## config.mk

```make
export PLATFORM = sky130hd
export DESIGN_NAME = gravity_compensated_motion_accel
export DESIGN_NICKNAME = d
export VERILOG_FILES = /design/src/hw/rtl/gcma_pkg.sv /design/src/hw/rtl/gcma_datapath.sv /design/src/hw/rtl/gcma_ctrl.sv /design/src/hw/rtl/gravity_compensated_motion_accel.sv
export SDC_FILE = /design/constraint.sdc
export NUM_CORES = 2
export LEC_CHECK = 0
export BUFFER_PORTS_ARGS = -buffer_cell sky130_fd_sc_hd__buf_4
export CAP_MARGIN = 25
export CORE_MARGIN = 3
export CORE_UTILIZATION = 35
export CTS_CLUSTER_DIAMETER = 30
export DETAILED_ROUTE_END_ITERATION = 10
export SETUP_SLACK_MARGIN = 0.3
export SLEW_MARGIN = 20
export SYNTH_ARGS = -nofsm -noshare
export SYNTH_HDL_FRONTEND = slang
export SYNTH_SLANG_ARGS = --single-unit
```

## constraint.sdc

```tcl
create_clock -name aclk -period 12.61 [get_ports aclk]
set_input_delay 1.8915 -clock aclk [delete_from_list [all_inputs] [get_ports aclk]]
set_output_delay 1.8915 -clock aclk [all_outputs]
set_load 0.02 [all_outputs]
```

## src/hw/rtl/gcma_pkg.sv

```systemverilog
// shared types, constants and microcode table for the motion accel block
`timescale 1ns / 1ps

package gcma_pkg;

    // field widths
    localparam int QW    = 16;
    localparam int AW    = 19;
    localparam int DTW   = 16;
    localparam int TAUW  = 20;
    localparam int GW    = 15;
    localparam int CFGIW = 2;

    // datapath widths
    localparam int RW    = 34;
    localparam int OPAW  = 34;
    localparam int OPBW  = 22;
    localparam int MULW  = OPAW + OPBW;
    localparam int ACCW  = 58;
    localparam int PRODW = 32;
    localparam int RESW  = 22;
    localparam int NUMW  = 42;
    localparam int MAGW  = 41;
    localparam int DENW  = TAUW + 1;
    localparam int DCW   = 6;
    localparam int STEPW = 6;
    localparam int FRAC  = 28;

    localparam logic [TAUW-1:0] TAU_RESET = 20'd8500;
    localparam logic [GW-1:0]   G_RESET   = 15'd10037;

    localparam logic signed [AW-1:0] OUT_MAX = 19'sh3FFFF;
    localparam logic signed [AW-1:0] OUT_MIN = 19'sh40000;

    localparam logic signed [RW-1:0]   HALF_R   = RW'(64'sd134217728);
    localparam logic signed [MULW-1:0] HALF_MUL = MULW'(64'sd134217728);
    localparam logic signed [ACCW-1:0] HALF_ACC = ACCW'(64'sd134217728);

    typedef enum logic [CFGIW-1:0] {
        CFG_TAU  = 2'd0,
        CFG_GRAV = 2'd1
    } cfg_idx_t;

    typedef enum logic [2:0] {
        MS_NONE,
        MS_QQ,
        MS_RG,
        MS_RESDT,
        MS_FTAU,
        MS_RF
    } msel_t;

    typedef enum logic [2:0] {
        ACT_NONE,
        ACT_PROD,
        ACT_GRAV,
        ACT_SET,
        ACT_ADD,
        ACT_EARTH
    } act_t;

    typedef enum logic [1:0] {
        ST_IDLE,
        ST_RUN,
        ST_DIV
    } state_t;

    typedef struct packed {
        msel_t      msel;
        act_t       act;
        logic [3:0] idx;
        logic       div;
        logic       last;
    } ucode_t;

    typedef struct packed {
        logic       load;
        msel_t      msel;
        act_t       act;
        logic [3:0] idx;
        logic       div_start;
        logic       out_load;
    } dp_cmd_t;

    typedef struct packed {
        logic div_done;
    } dp_status_t;

    function automatic ucode_t mk(msel_t m, act_t a, logic [3:0] i, logic d, logic l);
        ucode_t u;
        u.msel = m;
        u.act  = a;
        u.idx  = i;
        u.div  = d;
        u.last = l;
        return u;
    endfunction

    // one entry per step: multiply issue plus the action on its registered product
    function automatic ucode_t ucode(logic [STEPW-1:0] step);
        ucode_t u;
        u = mk(MS_NONE, ACT_NONE, 4'd0, 1'b0, 1'b0);
        case (step)
            6'd0:  u = mk(MS_QQ, ACT_PROD, 4'd0, 1'b0, 1'b0);
            6'd1:  u = mk(MS_QQ, ACT_PROD, 4'd1, 1'b0, 1'b0);
            6'd2:  u = mk(MS_QQ, ACT_PROD, 4'd2, 1'b0, 1'b0);
            6'd3:  u = mk(MS_QQ, ACT_PROD, 4'd3, 1'b0, 1'b0);
            6'd4:  u = mk(MS_QQ, ACT_PROD, 4'd4, 1'b0, 1'b0);
            6'd5:  u = mk(MS_QQ, ACT_PROD, 4'd5, 1'b0, 1'b0);
            6'd6:  u = mk(MS_QQ, ACT_PROD, 4'd6, 1'b0, 1'b0);
            6'd7:  u = mk(MS_QQ, ACT_PROD, 4'd7, 1'b0, 1'b0);
            6'd8:  u = mk(MS_QQ, ACT_PROD, 4'd8, 1'b0, 1'b0);
            // axis x
            6'd10: u = mk(MS_RG,    ACT_GRAV, 4'd0, 1'b0, 1'b0);
            6'd12: u = mk(MS_RESDT, ACT_SET,  4'd0, 1'b0, 1'b0);
            6'd13: u = mk(MS_FTAU,  ACT_ADD,  4'd0, 1'b0, 1'b0);
            6'd15: u = mk(MS_NONE,  ACT_NONE, 4'd0, 1'b1, 1'b0);
            // axis y
            6'd16: u = mk(MS_RG,    ACT_GRAV, 4'd1, 1'b0, 1'b0);
            6'd18: u = mk(MS_RESDT, ACT_SET,  4'd1, 1'b0, 1'b0);
            6'd19: u = mk(MS_FTAU,  ACT_ADD,  4'd1, 1'b0, 1'b0);
            6'd21: u = mk(MS_NONE,  ACT_NONE, 4'd1, 1'b1, 1'b0);
            // axis z
            6'd22: u = mk(MS_RG,    ACT_GRAV, 4'd2, 1'b0, 1'b0);
            6'd24: u = mk(MS_RESDT, ACT_SET,  4'd2, 1'b0, 1'b0);
            6'd25: u = mk(MS_FTAU,  ACT_ADD,  4'd2, 1'b0, 1'b0);
            6'd27: u = mk(MS_NONE,  ACT_NONE, 4'd2, 1'b1, 1'b0);
            // earth frame rows
            6'd28: u = mk(MS_RF, ACT_SET,   4'd0, 1'b0, 1'b0);
            6'd29: u = mk(MS_RF, ACT_ADD,   4'd1, 1'b0, 1'b0);
            6'd30: u = mk(MS_RF, ACT_EARTH, 4'd2, 1'b0, 1'b0);
            6'd31: u = mk(MS_RF, ACT_SET,   4'd3, 1'b0, 1'b0);
            6'd32: u = mk(MS_RF, ACT_ADD,   4'd4, 1'b0, 1'b0);
            6'd33: u = mk(MS_RF, ACT_EARTH, 4'd5, 1'b0, 1'b0);
            6'd34: u = mk(MS_RF, ACT_SET,   4'd6, 1'b0, 1'b0);
            6'd35: u = mk(MS_RF, ACT_ADD,   4'd7, 1'b0, 1'b0);
            6'd36: u = mk(MS_RF, ACT_EARTH, 4'd8, 1'b0, 1'b0);
            6'd38: u = mk(MS_NONE, ACT_NONE, 4'd0, 1'b0, 1'b1);
            default: u = mk(MS_NONE, ACT_NONE, 4'd0, 1'b0, 1'b0);
        endcase
        return u;
    endfunction

    function automatic logic signed [AW-1:0] sat19(logic signed [ACCW-1:0] v);
        logic signed [AW-1:0] r;
        if (v > ACCW'(OUT_MAX)) begin
            r = OUT_MAX;
        end else if (v < ACCW'(OUT_MIN)) begin
            r = OUT_MIN;
        end else begin
            r = v[AW-1:0];
        end
        return r;
    endfunction

endpackage

```

## src/hw/rtl/gcma_datapath.sv

```systemverilog
// datapath: operand muxes, shared multiplier, accumulator, divider and state
`timescale 1ns / 1ps

module gcma_datapath (
    input  logic                          aclk,
    input  logic                          aresetn,
    input  gcma_pkg::dp_cmd_t             cmd,
    output gcma_pkg::dp_status_t          status,
    input  logic                          cfg_we,
    input  logic [gcma_pkg::CFGIW-1:0]    cfg_index,
    input  logic [gcma_pkg::TAUW-1:0]     cfg_data,
    input  logic signed [gcma_pkg::QW-1:0] in_quat_w,
    input  logic signed [gcma_pkg::QW-1:0] in_quat_x,
    input  logic signed [gcma_pkg::QW-1:0] in_quat_y,
    input  logic signed [gcma_pkg::QW-1:0] in_quat_z,
    input  logic signed [gcma_pkg::AW-1:0] in_accel_x,
    input  logic signed [gcma_pkg::AW-1:0] in_accel_y,
    input  logic signed [gcma_pkg::AW-1:0] in_accel_z,
    input  logic [gcma_pkg::DTW-1:0]      in_elapsed_us,
    output logic signed [gcma_pkg::AW-1:0] out_body_x,
    output logic signed [gcma_pkg::AW-1:0] out_body_y,
    output logic signed [gcma_pkg::AW-1:0] out_body_z,
    output logic signed [gcma_pkg::AW-1:0] out_earth_x,
    output logic signed [gcma_pkg::AW-1:0] out_earth_y,
    output logic signed [gcma_pkg::AW-1:0] out_earth_z
);
    import gcma_pkg::*;

    logic [TAUW-1:0] tau_reg;
    logic [GW-1:0]   g_reg;

    logic signed [QW-1:0] q0_reg, q1_reg, q2_reg, q3_reg;
    logic signed [AW-1:0] ax_reg, ay_reg, az_reg;
    logic [DTW-1:0]       dt_reg;

    logic signed [PRODW-1:0] prod_reg [9];
    logic signed [RW-1:0]    r_mat [9];

    logic signed [OPAW-1:0] op_a;
    logic signed [OPBW-1:0] op_b;
    logic signed [MULW-1:0] mul_full;
    logic signed [MULW-1:0] mul_reg;
    act_t                   act_reg;
    logic [3:0]             aidx_reg;

    logic signed [RESW-1:0] res_reg;
    logic signed [ACCW-1:0] acc_reg;
    logic signed [AW-1:0]   f_reg [3];
    logic signed [AW-1:0]   earth_reg [3];

    logic signed [RW-1:0]   r_sel;
    logic signed [AW-1:0]   f_sel;
    logic signed [AW-1:0]   a_sel;
    logic signed [MULW-1:0] grav_rnd;
    logic signed [RESW-1:0] residue;
    logic signed [ACCW-1:0] mul_ext;
    logic signed [ACCW-1:0] earth_sum;
    logic signed [ACCW-1:0] earth_rnd;

    // divider
    logic                 busy_reg;
    logic [DCW-1:0]       cnt_reg;
    logic [MAGW-1:0]      dvd_reg;
    logic [DENW-1:0]      rem_reg;
    logic                 neg_reg;
    logic                 dz_reg;
    logic [1:0]           daxis_reg;
    logic [DENW-1:0]      den;
    logic signed [NUMW-1:0] num;
    logic [NUMW-1:0]      num_mag;
    logic [MAGW-1:0]      dvd_start;
    logic [DENW:0]        shifted;
    logic                 ge;
    logic [DENW:0]        diff;
    logic [MAGW-1:0]      quot;
    logic signed [ACCW-1:0] quot_s;
    logic                 div_done;

    assign den = DENW'(tau_reg) + DENW'(dt_reg);

    // rotation matrix from stored quaternion products
    always_comb begin
        r_mat[0] = (HALF_R - RW'(prod_reg[0]) - RW'(prod_reg[1])) <<< 1;
        r_mat[1] = (RW'(prod_reg[2]) - RW'(prod_reg[3])) <<< 1;
        r_mat[2] = (RW'(prod_reg[4]) + RW'(prod_reg[5])) <<< 1;
        r_mat[3] = (RW'(prod_reg[2]) + RW'(prod_reg[3])) <<< 1;
        r_mat[4] = (HALF_R - RW'(prod_reg[6]) - RW'(prod_reg[1])) <<< 1;
        r_mat[5] = (RW'(prod_reg[7]) - RW'(prod_reg[8])) <<< 1;
        r_mat[6] = (RW'(prod_reg[4]) - RW'(prod_reg[5])) <<< 1;
        r_mat[7] = (RW'(prod_reg[7]) + RW'(prod_reg[8])) <<< 1;
        r_mat[8] = (HALF_R - RW'(prod_reg[6]) - RW'(prod_reg[0])) <<< 1;
    end

    always_comb begin
        case (cmd.idx)
            4'd0:    r_sel = r_mat[0];
            4'd1:    r_sel = r_mat[1];
            4'd2:    r_sel = r_mat[2];
            4'd3:    r_sel = r_mat[3];
            4'd4:    r_sel = r_mat[4];
            4'd5:    r_sel = r_mat[5];
            4'd6:    r_sel = r_mat[6];
            4'd7:    r_sel = r_mat[7];
            4'd8:    r_sel = r_mat[8];
            default: r_sel = '0;
        endcase
    end

    // column of the current step for the earth rotation, axis otherwise
    always_comb begin
        if (cmd.msel == MS_RF) begin
            case (cmd.idx)
                4'd0, 4'd3, 4'd6: f_sel = f_reg[0];
                4'd1, 4'd4, 4'd7: f_sel = f_reg[1];
                default:          f_sel = f_reg[2];
            endcase
        end else begin
            case (cmd.idx)
                4'd0:    f_sel = f_reg[0];
                4'd1:    f_sel = f_reg[1];
                default: f_sel = f_reg[2];
            endcase
        end
    end

    always_comb begin
        op_a = '0;
        op_b = '0;
        case (cmd.msel)
            MS_QQ: begin
                case (cmd.idx)
                    4'd0:    begin op_a = OPAW'(q2_reg); op_b = OPBW'(q2_reg); end
                    4'd1:    begin op_a = OPAW'(q3_reg); op_b = OPBW'(q3_reg); end
                    4'd2:    begin op_a = OPAW'(q1_reg); op_b = OPBW'(q2_reg); end
                    4'd3:    begin op_a = OPAW'(q0_reg); op_b = OPBW'(q3_reg); end
                    4'd4:    begin op_a = OPAW'(q1_reg); op_b = OPBW'(q3_reg); end
                    4'd5:    begin op_a = OPAW'(q0_reg); op_b = OPBW'(q2_reg); end
                    4'd6:    begin op_a = OPAW'(q1_reg); op_b = OPBW'(q1_reg); end
                    4'd7:    begin op_a = OPAW'(q2_reg); op_b = OPBW'(q3_reg); end
                    default: begin op_a = OPAW'(q0_reg); op_b = OPBW'(q1_reg); end
                endcase
            end
            MS_RG: begin
                case (cmd.idx)
                    4'd0:    op_a = r_mat[6];
                    4'd1:    op_a = r_mat[7];
                    default: op_a = r_mat[8];
                endcase
                op_b = OPBW'(g_reg);
            end
            MS_RESDT: begin
                op_a = OPAW'(res_reg);
                op_b = OPBW'(dt_reg);
            end
            MS_FTAU: begin
                op_a = OPAW'(f_sel);
                op_b = OPBW'(tau_reg);
            end
            MS_RF: begin
                op_a = r_sel;
                op_b = OPBW'(f_sel);
            end
            default: begin
                op_a = '0;
                op_b = '0;
            end
        endcase
    end

    assign mul_full = op_a * op_b;

    // actions on the registered product
    always_comb begin
        case (aidx_reg)
            4'd0:    a_sel = ax_reg;
            4'd1:    a_sel = ay_reg;
            default: a_sel = az_reg;
        endcase
    end

    assign grav_rnd  = (mul_reg + HALF_MUL) >>> FRAC;
    assign residue   = RESW'(a_sel) - grav_rnd[RESW-1:0];
    assign mul_ext   = ACCW'(mul_reg);
    assign earth_sum = acc_reg + mul_ext;
    assign earth_rnd = (earth_sum + HALF_ACC) >>> FRAC;

    // divider datapath, one quotient bit a cycle
    assign num       = acc_reg[NUMW-1:0];
    assign num_mag   = num[NUMW-1] ? NUMW'(-num) : NUMW'(num);
    assign dvd_start = num_mag[MAGW-1:0] + MAGW'(den >> 1);
    assign shifted   = {rem_reg, dvd_reg[MAGW-1]};
    assign ge        = shifted >= {1'b0, den};
    assign diff      = shifted - {1'b0, den};
    assign quot      = {dvd_reg[MAGW-2:0], ge};
    assign quot_s    = neg_reg ? -ACCW'(quot) : ACCW'(quot);
    assign div_done  = busy_reg && (cnt_reg == DCW'(MAGW - 1));
    assign status.div_done = div_done;

    always_ff @(posedge aclk) begin
        if (!aresetn) begin
            tau_reg  <= TAU_RESET;
            g_reg    <= G_RESET;
            busy_reg <= 1'b0;
            cnt_reg  <= '0;
            act_reg  <= ACT_NONE;
            aidx_reg <= '0;
            f_reg[0] <= '0;
            f_reg[1] <= '0;
            f_reg[2] <= '0;
        end else begin
            if (cfg_we) begin
                if (cfg_index == CFG_TAU) begin
                    tau_reg <= cfg_data;
                end else if (cfg_index == CFG_GRAV) begin
                    g_reg <= cfg_data[GW-1:0];
                end
            end
            act_reg  <= cmd.act;
            aidx_reg <= cmd.idx;
            if (cmd.div_start) begin
                busy_reg <= 1'b1;
                cnt_reg  <= '0;
            end else if (div_done) begin
                busy_reg <= 1'b0;
                if (!dz_reg) begin
                    f_reg[daxis_reg] <= sat19(quot_s);
                end
            end else if (busy_reg) begin
                cnt_reg <= cnt_reg + 1'b1;
            end
        end
    end

    always_ff @(posedge aclk) begin
        mul_reg <= mul_full;
        if (cmd.load) begin
            q0_reg <= in_quat_w;
            q1_reg <= in_quat_x;
            q2_reg <= in_quat_y;
            q3_reg <= in_quat_z;
            ax_reg <= in_accel_x;
            ay_reg <= in_accel_y;
            az_reg <= in_accel_z;
            dt_reg <= in_elapsed_us;
        end
        case (act_reg)
            ACT_PROD:  prod_reg[aidx_reg] <= mul_reg[PRODW-1:0];
            ACT_GRAV:  res_reg <= residue;
            ACT_SET:   acc_reg <= mul_ext;
            ACT_ADD:   acc_reg <= earth_sum;
            ACT_EARTH: begin
                case (aidx_reg)
                    4'd2:    earth_reg[0] <= sat19(earth_rnd);
                    4'd5:    earth_reg[1] <= sat19(earth_rnd);
                    default: earth_reg[2] <= sat19(earth_rnd);
                endcase
            end
            default: ;
        endcase
        if (cmd.div_start) begin
            dvd_reg   <= dvd_start;
            rem_reg   <= '0;
            neg_reg   <= num[NUMW-1];
            dz_reg    <= (den == '0);
            daxis_reg <= cmd.idx[1:0];
        end else if (busy_reg) begin
            dvd_reg <= quot;
            rem_reg <= ge ? diff[DENW-1:0] : shifted[DENW-1:0];
        end
        if (cmd.out_load) begin
            out_body_x  <= f_reg[0];
            out_body_y  <= f_reg[1];
            out_body_z  <= f_reg[2];
            out_earth_x <= earth_reg[0];
            out_earth_y <= earth_reg[1];
            out_earth_z <= earth_reg[2];
        end
    end

endmodule

```

## src/hw/rtl/gcma_ctrl.sv

```systemverilog
// controller: step sequencer, divider wait and output handshake
`timescale 1ns / 1ps

module gcma_ctrl (
    input  logic                 aclk,
    input  logic                 aresetn,
    input  logic                 s_valid,
    output logic                 s_ready,
    output logic                 m_valid,
    input  logic                 m_ready,
    output gcma_pkg::dp_cmd_t    cmd,
    input  gcma_pkg::dp_status_t status
);
    import gcma_pkg::*;

    state_t            state_reg, state_next;
    logic [STEPW-1:0]  step_reg, step_next;
    logic              m_valid_reg, m_valid_next;
    ucode_t            uc;

    assign uc      = ucode(step_reg);
    assign m_valid = m_valid_reg;

    always_ff @(posedge aclk) begin
        if (!aresetn) begin
            state_reg   <= ST_IDLE;
            step_reg    <= '0;
            m_valid_reg <= 1'b0;
        end else begin
            state_reg   <= state_next;
            step_reg    <= step_next;
            m_valid_reg <= m_valid_next;
        end
    end

    always_comb begin
        state_next   = state_reg;
        step_next    = step_reg;
        m_valid_next = m_valid_reg && !m_ready;
        s_ready      = 1'b0;
        cmd          = '0;
        unique case (state_reg)
            ST_IDLE: begin
                s_ready = 1'b1;
                if (s_valid) begin
                    cmd.load   = 1'b1;
                    step_next  = '0;
                    state_next = ST_RUN;
                end
            end
            ST_RUN: begin
                if (uc.last) begin
                    // wait for the output register to free up
                    if (!m_valid_reg || m_ready) begin
                        cmd.out_load = 1'b1;
                        m_valid_next = 1'b1;
                        state_next   = ST_IDLE;
                    end
                end else if (uc.div) begin
                    cmd.div_start = 1'b1;
                    cmd.idx       = uc.idx;
                    state_next    = ST_DIV;
                end else begin
                    cmd.msel  = uc.msel;
                    cmd.act   = uc.act;
                    cmd.idx   = uc.idx;
                    step_next = step_reg + 1'b1;
                end
            end
            ST_DIV: begin
                if (status.div_done) begin
                    step_next  = step_reg + 1'b1;
                    state_next = ST_RUN;
                end
            end
            default: state_next = ST_IDLE;
        endcase
    end

endmodule

```

## src/hw/rtl/gravity_compensated_motion_accel.sv

```systemverilog
// gravity-compensated motion acceleration, top level
//
// input beat: attitude quaternion (Q2.14), body accelerometer sample and
// elapsed time. gravity is rotated into the body frame, subtracted, and the
// residue goes through a first-order low-pass per axis; one output beat
// carries the filtered body vector and its earth-frame rotation.
// from accept to output valid, one item runs 39 sequencer steps on
// a single shared 34x22 multiplier, plus three 41-bit restoring
// divisions (one quotient bit a cycle) for the filter update.
// one item is in flight at a time; s_ready is high only while idle, so
// the next beat can be taken from the cycle in which output valid rises.
// the result sits in an output register, so a new beat can be accepted
// while the last result waits; if m_ready stays low, the next result
// holds at its final step until the register frees up.
// configuration writes (cfg_index 0: tau in us, 1: gravity) are always
// taken and must only be issued while idle; other indexes are ignored.
// reset loads default tau and gravity and clears the filter state.
`timescale 1ns / 1ps

module gravity_compensated_motion_accel (
    input  logic                           aclk,
    input  logic                           aresetn,
    input  logic                           cfg_valid,
    output logic                           cfg_ready,
    input  logic [gcma_pkg::CFGIW-1:0]     cfg_index,
    input  logic [gcma_pkg::TAUW-1:0]      cfg_data,
    input  logic                           s_valid,
    output logic                           s_ready,
    input  logic signed [gcma_pkg::QW-1:0] s_quat_w,
    input  logic signed [gcma_pkg::QW-1:0] s_quat_x,
    input  logic signed [gcma_pkg::QW-1:0] s_quat_y,
    input  logic signed [gcma_pkg::QW-1:0] s_quat_z,
    input  logic signed [gcma_pkg::AW-1:0] s_accel_x,
    input  logic signed [gcma_pkg::AW-1:0] s_accel_y,
    input  logic signed [gcma_pkg::AW-1:0] s_accel_z,
    input  logic [gcma_pkg::DTW-1:0]       s_elapsed_us,
    output logic                           m_valid,
    input  logic                           m_ready,
    output logic signed [gcma_pkg::AW-1:0] m_motion_body_x,
    output logic signed [gcma_pkg::AW-1:0] m_motion_body_y,
    output logic signed [gcma_pkg::AW-1:0] m_motion_body_z,
    output logic signed [gcma_pkg::AW-1:0] m_motion_earth_x,
    output logic signed [gcma_pkg::AW-1:0] m_motion_earth_y,
    output logic signed [gcma_pkg::AW-1:0] m_motion_earth_z
);
    import gcma_pkg::*;

    dp_cmd_t    cmd;
    dp_status_t status;

    assign cfg_ready = 1'b1;

    gcma_ctrl u_ctrl (
        .aclk    (aclk),
        .aresetn (aresetn),
        .s_valid (s_valid),
        .s_ready (s_ready),
        .m_valid (m_valid),
        .m_ready (m_ready),
        .cmd     (cmd),
        .status  (status)
    );

    gcma_datapath u_dp (
        .aclk          (aclk),
        .aresetn       (aresetn),
        .cmd           (cmd),
        .status        (status),
        .cfg_we        (cfg_valid),
        .cfg_index     (cfg_index),
        .cfg_data      (cfg_data),
        .in_quat_w     (s_quat_w),
        .in_quat_x     (s_quat_x),
        .in_quat_y     (s_quat_y),
        .in_quat_z     (s_quat_z),
        .in_accel_x    (s_accel_x),
        .in_accel_y    (s_accel_y),
        .in_accel_z    (s_accel_z),
        .in_elapsed_us (s_elapsed_us),
        .out_body_x    (m_motion_body_x),
        .out_body_y    (m_motion_body_y),
        .out_body_z    (m_motion_body_z),
        .out_earth_x   (m_motion_earth_x),
        .out_earth_y   (m_motion_earth_y),
        .out_earth_z   (m_motion_earth_z)
    );

    // busy right after an input beat
    a_busy_after_accept: assert property (@(posedge aclk) disable iff (!aresetn)
        s_valid && s_ready |=> !s_ready)
        else $error("ready high right after input beat");

    // a division never finishes while the block claims to be idle
    a_div_only_busy: assert property (@(posedge aclk) disable iff (!aresetn)
        status.div_done |-> !s_ready)
        else $error("divider done while idle");

    // the output register is never overwritten while its beat is pending
    a_no_overwrite: assert property (@(posedge aclk) disable iff (!aresetn)
        cmd.out_load |-> (!m_valid || m_ready))
        else $error("output overwritten while pending");

    // neither a new result nor a new input is loaded together with a divider start
    a_cmd_exclusive: assert property (@(posedge aclk) disable iff (!aresetn)
        cmd.div_start |-> !cmd.out_load && !cmd.load)
        else $error("conflicting datapath commands");

endmodule

```

; ---- Yosys cells after proc, flatten, opt, wreduce, memory -nomap -nowiden
; Memory sizes are Yosys's and may differ from the RTL's. A register that Yosys moved wholly into a read port is not among the register bits.
; Cells that the tools add are included.
[op_classes]
addsub = 22
n_mul = 1
order_cmp = 5
n_eq_ne = 31
mux = 83
n_bitwise = 4
reduce_logical = 31
[ops]
columns = operator, count
row1 = two-way mux 19 bit, 18
row2 = one-hot mux 34 bit (9 select lines), 1
row3 = one-hot mux 34 bit (5 select lines), 1
row4 = two-way mux 41 bit, 3
row5 = one-hot mux 58 bit (2 select lines), 1
row6 = one-hot mux 19 bit (2 select lines), 3
row7 = one-hot mux 22 bit (5 select lines), 1
row8 = one-hot mux 34 bit (3 select lines), 1
row9 = adder 32 x 32 -> 33 bit, 3
row10 = subtractor 32 x 32 -> 33 bit, 3
row11 = subtractor 33 x 32 -> 33 bit, 3
row12 = one-hot mux 34 bit (2 select lines), 1
row13 = "subtractor 29 x 32 -> 33 bit, first input constant", 2
row14 = "adder 58 x 29 -> 58 bit, second input constant", 1
row15 = adder 58 x 56 -> 58 bit, 1
row16 = "> comparator 58 x 19 -> 1 bit, second input constant", 1
row17 = "less-than comparator 58 x 19 -> 1 bit, second input constant", 1
row18 = two-way mux 58 bit, 1
row19 = negation 41 -> 58 bit, 1
row20 = OR reduction 19 bit, 3
row21 = multiplier 34 x 22 -> 56 bit, 1
row22 = "adder 50 x 29 -> 50 bit, second input constant", 1
row23 = one-hot mux 22 bit (2 select lines), 1
row24 = two-way mux 6 bit, 7
row25 = other kinds (45), 117
[totals]
reg_bits = 454
mem_bits_rw = 402
rom_bits = 768
output_inout_bits = 117
memories = 4
[memory_table]
columns = name, words, width, read_ports, rd_ports_with_merged_regs, write_ports, line
row1 = (name not given), 64, 12, 1, 1, 0, gcma_pkg.sv:103  ; case (step)
row2 = u_dp.prod_reg, 9, 32, 9, 0, 1, gcma_datapath.sv:36  ; logic signed [PRODW-1:0] prod_reg [9];
row3 = u_dp.earth_reg, 3, 19, 3, 3, 1, gcma_datapath.sv:49  ; logic signed [AW-1:0] earth_reg [3];
row4 = u_dp.f_reg, 3, 19, 3, 0, 3, gcma_datapath.sv:48  ; logic signed [AW-1:0] f_reg [3];

; ---- Longest topological paths before layout
[depth]
depth_word = 12
depth_mapped = 55
ltp_nobuf = 51

; ---- Cells and area by module
; From an unflattened synthesis, not the netlist that was laid out.
[unflattened]
cells_unflattened = 9079
hier_area_um2 = 86156.4
[by_module_without_submodules]
columns = mod, n_inst, cells_each, area_each_um2, seq_area_each_um2
row1 = gcma_datapath, 1, 8893, 84613.7, 25884.8
row2 = gcma_ctrl, 1, 184, 1531.5, 420.4
row3 = gravity_compensated_motion_accel, 1, 2, 11.3, 0.0

; ---- Worst setup path after synthesis
; No wires, ideal clock.
[synth_path]
kind = flip-flop to flip-flop
start = register u_ctrl.state_reg[1]
end = register u_dp.mul_reg[54]
t_arrival_ps = 11545
slack_ps = 993
path_stages_with_launch = 53
path_buffers = 5
period_less_slack_ps = 11617
path_cell_list = dfxtp_1 > inv_1 > ha_1 > nand2b_1 > or3_1 > clkbuf_1 > nor2_1 > clkbuf_1 > nor2_1 > xor2_1 > ha_1 > a21oi_1 > o21bai_1 > a2111oi_0 > nor3_1 > a21o_1 > a31o_2 > a21oi_1 > (+17 left out) > ha_1 > fa_1 > fa_1 > inv_1 > fa_1 > inv_1 > ha_1 > a21oi_1 > nor2b_1 > o21ai_0 > nand2b_1 > a21oi_1 > a21bo_2 > a21o_1 > a21o_1 > a21o_1 > a21oi_1 > xnor2_1
[synth_via]
elab_chain_cells = 8
[synth_rtl]
columns = item, line
row1 = "start, declared", gcma_ctrl.sv:16  ; state_t state_reg, state_next;
row2 = "start signal, assigned", gcma_ctrl.sv:30  ; state_reg <= state_next;
row3 = equality test 2 x 1 -> 1 bit (*), gcma_ctrl.sv:42  ; unique case (state_reg)
row4 = two-way mux 12 bit (*), gcma_ctrl.sv:42
row5 = "equality test 4 x 3 -> 1 bit, or another cell as far along", "gcma_datapath.sv:95, gcma_datapath.sv:112, gcma_datapath.sv:131"
row6 = OR reduction 3 bit, gcma_datapath.sv:112  ; case (cmd.idx)
row7 = one-hot mux 19 bit (2 select lines), gcma_datapath.sv:112
row8 = two-way mux 19 bit, gcma_datapath.sv:111  ; if (cmd.msel == MS_RF) begin
row9 = one-hot mux 34 bit (5 select lines) or one-hot mux 22 bit (5 select lines) (tied branches), gcma_datapath.sv:129  ; case (cmd.msel)
row10 = multiplier 34 x 22 -> 56 bit (*), gcma_datapath.sv:170  ; assign mul_full = op_a * op_b;
row11 = net u_dp.mul_full[54], gcma_datapath.sv:41  ; logic signed [MULW-1:0] mul_full;
row12 = "end signal, assigned", gcma_datapath.sv:235  ; mul_reg <= mul_full;
row13 = "end, declared", gcma_datapath.sv:42  ; logic signed [MULW-1:0] mul_reg;
; The timed path passes the listed nets; every way through them passes the cells marked *.
; A chain may end at the register's enable or synchronous reset.

; ---- Worst setup path after layout
[layout_path]
start = register u_ctrl.uc[3] (netlist name)
end = register u_dp.mul_reg[48]
[layout_via]
elab_chain_cells = 8
[layout_rtl]
columns = item, line
row1 = two-way mux 11 bit (*), gcma_ctrl.sv:52  ; if (uc.last) begin
row2 = two-way mux 12 bit (*), gcma_ctrl.sv:42
row3 = "equality test 4 x 3 -> 1 bit, or another cell as far along", "gcma_datapath.sv:95, gcma_datapath.sv:112, gcma_datapath.sv:131"
row4 = OR reduction 3 bit, gcma_datapath.sv:112
row5 = one-hot mux 19 bit (2 select lines), gcma_datapath.sv:112
row6 = two-way mux 19 bit, gcma_datapath.sv:111
row7 = one-hot mux 34 bit (5 select lines) or one-hot mux 22 bit (5 select lines) (tied branches), gcma_datapath.sv:129
row8 = multiplier 34 x 22 -> 56 bit (*), gcma_datapath.sv:170
row9 = net u_dp.mul_full[48], gcma_datapath.sv:41
; Marks and branches as above.

==> summary.txt <==
Detailed routing
  • Pre-antenna DRT Iters: 8
  • Final wirelength: 328700 um
  • DR vias/cell: 5.506
  • Drt wl/cell: 25.32 um
  • Iter 0 DRT Violations: 6535
  • DRC: 0
  • Antenna Nets Post-Route: 0
  • Via count: 71490

Worst setup path
  • Startpoint class of the critical path: flip-flop
  • Crit path DAT: 12870 ps
  • Max stage delay on crit path: 700 ps
  • Crit path required time: 13410 ps
  • Setup crit end kind: flip-flop
  • Crit-path most repeated cell: inv_1
  • Slowest CP cell: nor3_2
  • RR Endpoint: u_dp.mul_reg[48]
  • Critical path type: reg2reg
  • RR Startpoint: u_ctrl.uc[3]
  • Worst r2r path cells: 43
  • FF-to-FF setup slack: 540 ps
  • Worst Path Max Fanout: 37

Run status
  • Status: complete, no violations

Clocking
  • H-tree Lvls: 4
  • Cts bufs inserted: 217
  • Clock root cell: clkbuf_16
  • TritonCTS Sinks: 925
  • Clock transition at the registers of the reported paths: 50 ps
  • Clk_lat worst skew: 870 ps
  • CTS tree: yes
  • Clock buffer depth: 3
  • Hold bufs inserted after CTS: 0

Floorplan
  • Initial core utilization: 35.41%
  • Die width: 500.7 um
  • Total die area: 0.2507 mm^2
  • Die H: 500.7 um
  • I/O Pins: 281
  • Num rows: 180
  • Core area: 0.2419 mm^2

Cells and area
  • Max reg flops: 288
  • Final std cells w/o fill: 12980
  • Area grow syn2layout: 19.80%
  • # fillers: 23350
  • Area occupied by multi-input gates: 0.05472 mm^2
  • Fraction of layout cells with a size suffix above 1: 14.23%
  • Sequential cell area: 0.02631 mm^2
  • Final #Nets: 11120
  • Commonest non-fill, non-tap cells in the layout: 1156 x inv_1, 981 x nand2_1, 778 x edfxtp_1, 745 x fa_1, 678 x buf_4
  • Commonest non-fill, non-tap cell in the layout: inv_1

Power and ir drop
  • Int Power: 9.297 mW
  • Switching power: 5.193 mW
  • Comb power frac: 33.0%
  • VDD IR max: 0.0001429 V
  • P_leak: 44.42 nW
  • Sequential share of power: 26.3%
  • Clock network fraction of total power: 40.6%
  • Switch share: 35.84%
  • Total power: 14.49 mW
  • PD cells: 141.2 mW/mm^2

Global route
  • Vias in the first global route: 71920
  • Overflow after GRT: 0
  • Total GRT Usage: 25.72%
  • First-pass GRT wire length: 476500 um
  • Largest net degree at the start of global routing: 88
  • Initial antenna violation count: 15

Placed design
  • Placed Cells: 12510
  • Port bufs: 279
  • HPWL Detailed: 261900 um
  • Gpl congestion: 1.034

STA
  • Hold slack: 414.8 ps
  • Final Hold Violating Endpoints: 0
  • Endpoints failing setup: 0
  • RSZ-0062 raised after global routing: yes
  • Max Slew Vio Count: 0
  • F_max: 82.86 MHz
  • Tmin final: 12070 ps
  • Clock skew: 97.67 ps
  • Rel. slew slack: 15.86%
  • Final period utilization: 95.71%
  • Slew @ Worst Pin: 1262 ps

Yosys
  • Ys async rst share: 0%
  • Syn nets: 10570
  • Gate Count Post-Synth: 9052
  • Synth Flop Type: edfxtp_1
  • Number of distinct library cells after synthesis: 108
  • FF+latch count, synth: 925
  • Synth Cell Area: 0.08565 mm^2
  • Synthesized area per cell: 9.463 um^2
  • Yosys Warn Count: 0
  • Post-synth EDFFs: 778
  • Register area share after synthesis: 30.71%

Hold path
  • Worst hold path startpoint: u_dp.earth_reg[0][16]
  • Hold WC Path Type: reg2reg
  • Hold Path Depth: 0
  • Min-Delay Endpoint: m_motion_earth_x[16]

Job
  • Max-cap violations: 0
logic make-up after synthesis:
kind of cell    Yosys count  synth area share, %
fa+ha+maj              1358                26.38
mux                      66               0.8020
simple gates           2590                14.25
other cells               1             0.004378
xor+xnor                584                6.024
compound gates         1996                15.06
flops                   925                30.71
buf+inv                1532                6.773
synth_stat cells, types with 59 or more instances:
library cell	n	share of area, %
o21ai_0	378	2.2
nor3_1	145	0.85
a21o_1	184	1.6
clkbuf_1	324	1.4
and3_1	72	0.53
xor2_1	214	2.2
dfxtp_1	147	3.4
ha_1	612	8.9
o21bai_1	70	0.61
xnor2_1	365	3.7
inv_1	1158	5.1
nand3_1	150	0.88
nand2b_1	92	0.67
edfxtp_1	778	27
or3_1	69	0.50
nor2_1	574	2.5
a22oi_1	70	0.61
fa_1	746	17
a21oi_1	611	3.6
o21a_1	59	0.52
nand2_1	987	4.3
and2_1	172	1.3
area by class of cell:
cell class,count,share of cell area (%)
Inverter,1160,4.243
Multi-Input combinational cell,6595,53.32
Antenna cell,8,0.01951
Clock inverter,151,1.992
Timing Repair Buffer,697,5.274
Tap cell,3185,3.884
Sequential cell,925,25.64
Clock buffer,263,5.627
what timing repair did:
item / 4_1_cts / 5_1_grt
setup buffers: 5 / 47
resized for setup: 36 / 162
cloned: 0 / 2
setup endpoints to repair: 21 / 21
pin swaps: 8 / 57
worst max-delay path, delay by kind of cell, from the launching register on:
family | cells | cell delay, ps
buffers and inverters | 14 | 2070
AND/OR/NAND/NOR | 8 | 2180
adder cells (fa/ha/maj) | 8 | 4010
XOR/XNOR | 1 | 130
AO/OA/AOI/OAI | 12 | 3140
flip-flops | 1 | 410
worst max path at each step:
stage | from | end | slack, ps | cells past startpoint
6_report | u_ctrl.uc[3] | u_dp.mul_reg[48] | 540 | 43
5_1_grt | u_dp.prod_reg[3][2] | u_dp.mul_reg[54] | 80 | 54
4_1_cts | u_dp.prod_reg[6][2] | u_dp.mul_reg[55] | 300 | 45
3_5_place_dp | u_dp.prod_reg[3][2] | u_dp.mul_reg[55] | -430 | 49
3_3_place_gp | u_dp.prod_reg[3][2] | u_dp.mul_reg[55] | -220 | 49
2_1_floorplan | u_ctrl.state_reg[1] | u_dp.mul_reg[54] | 990 | 52
layer usage:
layer | global-route usage [%] | up-vias | share of wire (%)
met1 | 32.36 | 35660 | 40
met3 | 5.604 | 655 | 8.2
li1 | - | 32150 | -
met5 | 0 | - | 0.0082
met2 | 40.08 | 3013 | 45
met4 | 16.27 | 4 | 7.4
power by group through the flow:
| stage | registers [mW] | clock network [mW] | logic (mW) |
|---|---|---|---|
| finish | 3.82 | 5.89 | 4.79 |
| global route | 3.82 | 6.12 | 5.24 |
| CTS | 3.81 | 5.95 | 4.70 |
| global placement | 3.87 | 0 | 4.61 |
| detailed placement | 3.87 | 0 | 4.66 |
| floorplan | 3.84 | 0 | 2.92 |
through the flow:
| step | setup slack [ps] | TNS (ps) | instance area (um^2) | util [%] |
|---|---|---|---|---|
| finish | 541.4 | 0 | 102600 | 42.42 |
| global route | 80.96 | 0 | 102600 | 42.42 |
| CTS | 301.5 | 0 | 101500 | 41.94 |
| detailed placement | -425.2 | -1619 | 93440 | 38.63 |
| global placement | -223.8 | -676.7 | 93400 | 38.61 |
| floorplan | 993.2 | 0 | 85650 | - |
Note: power is estimated with default switching activity, not from simulation.
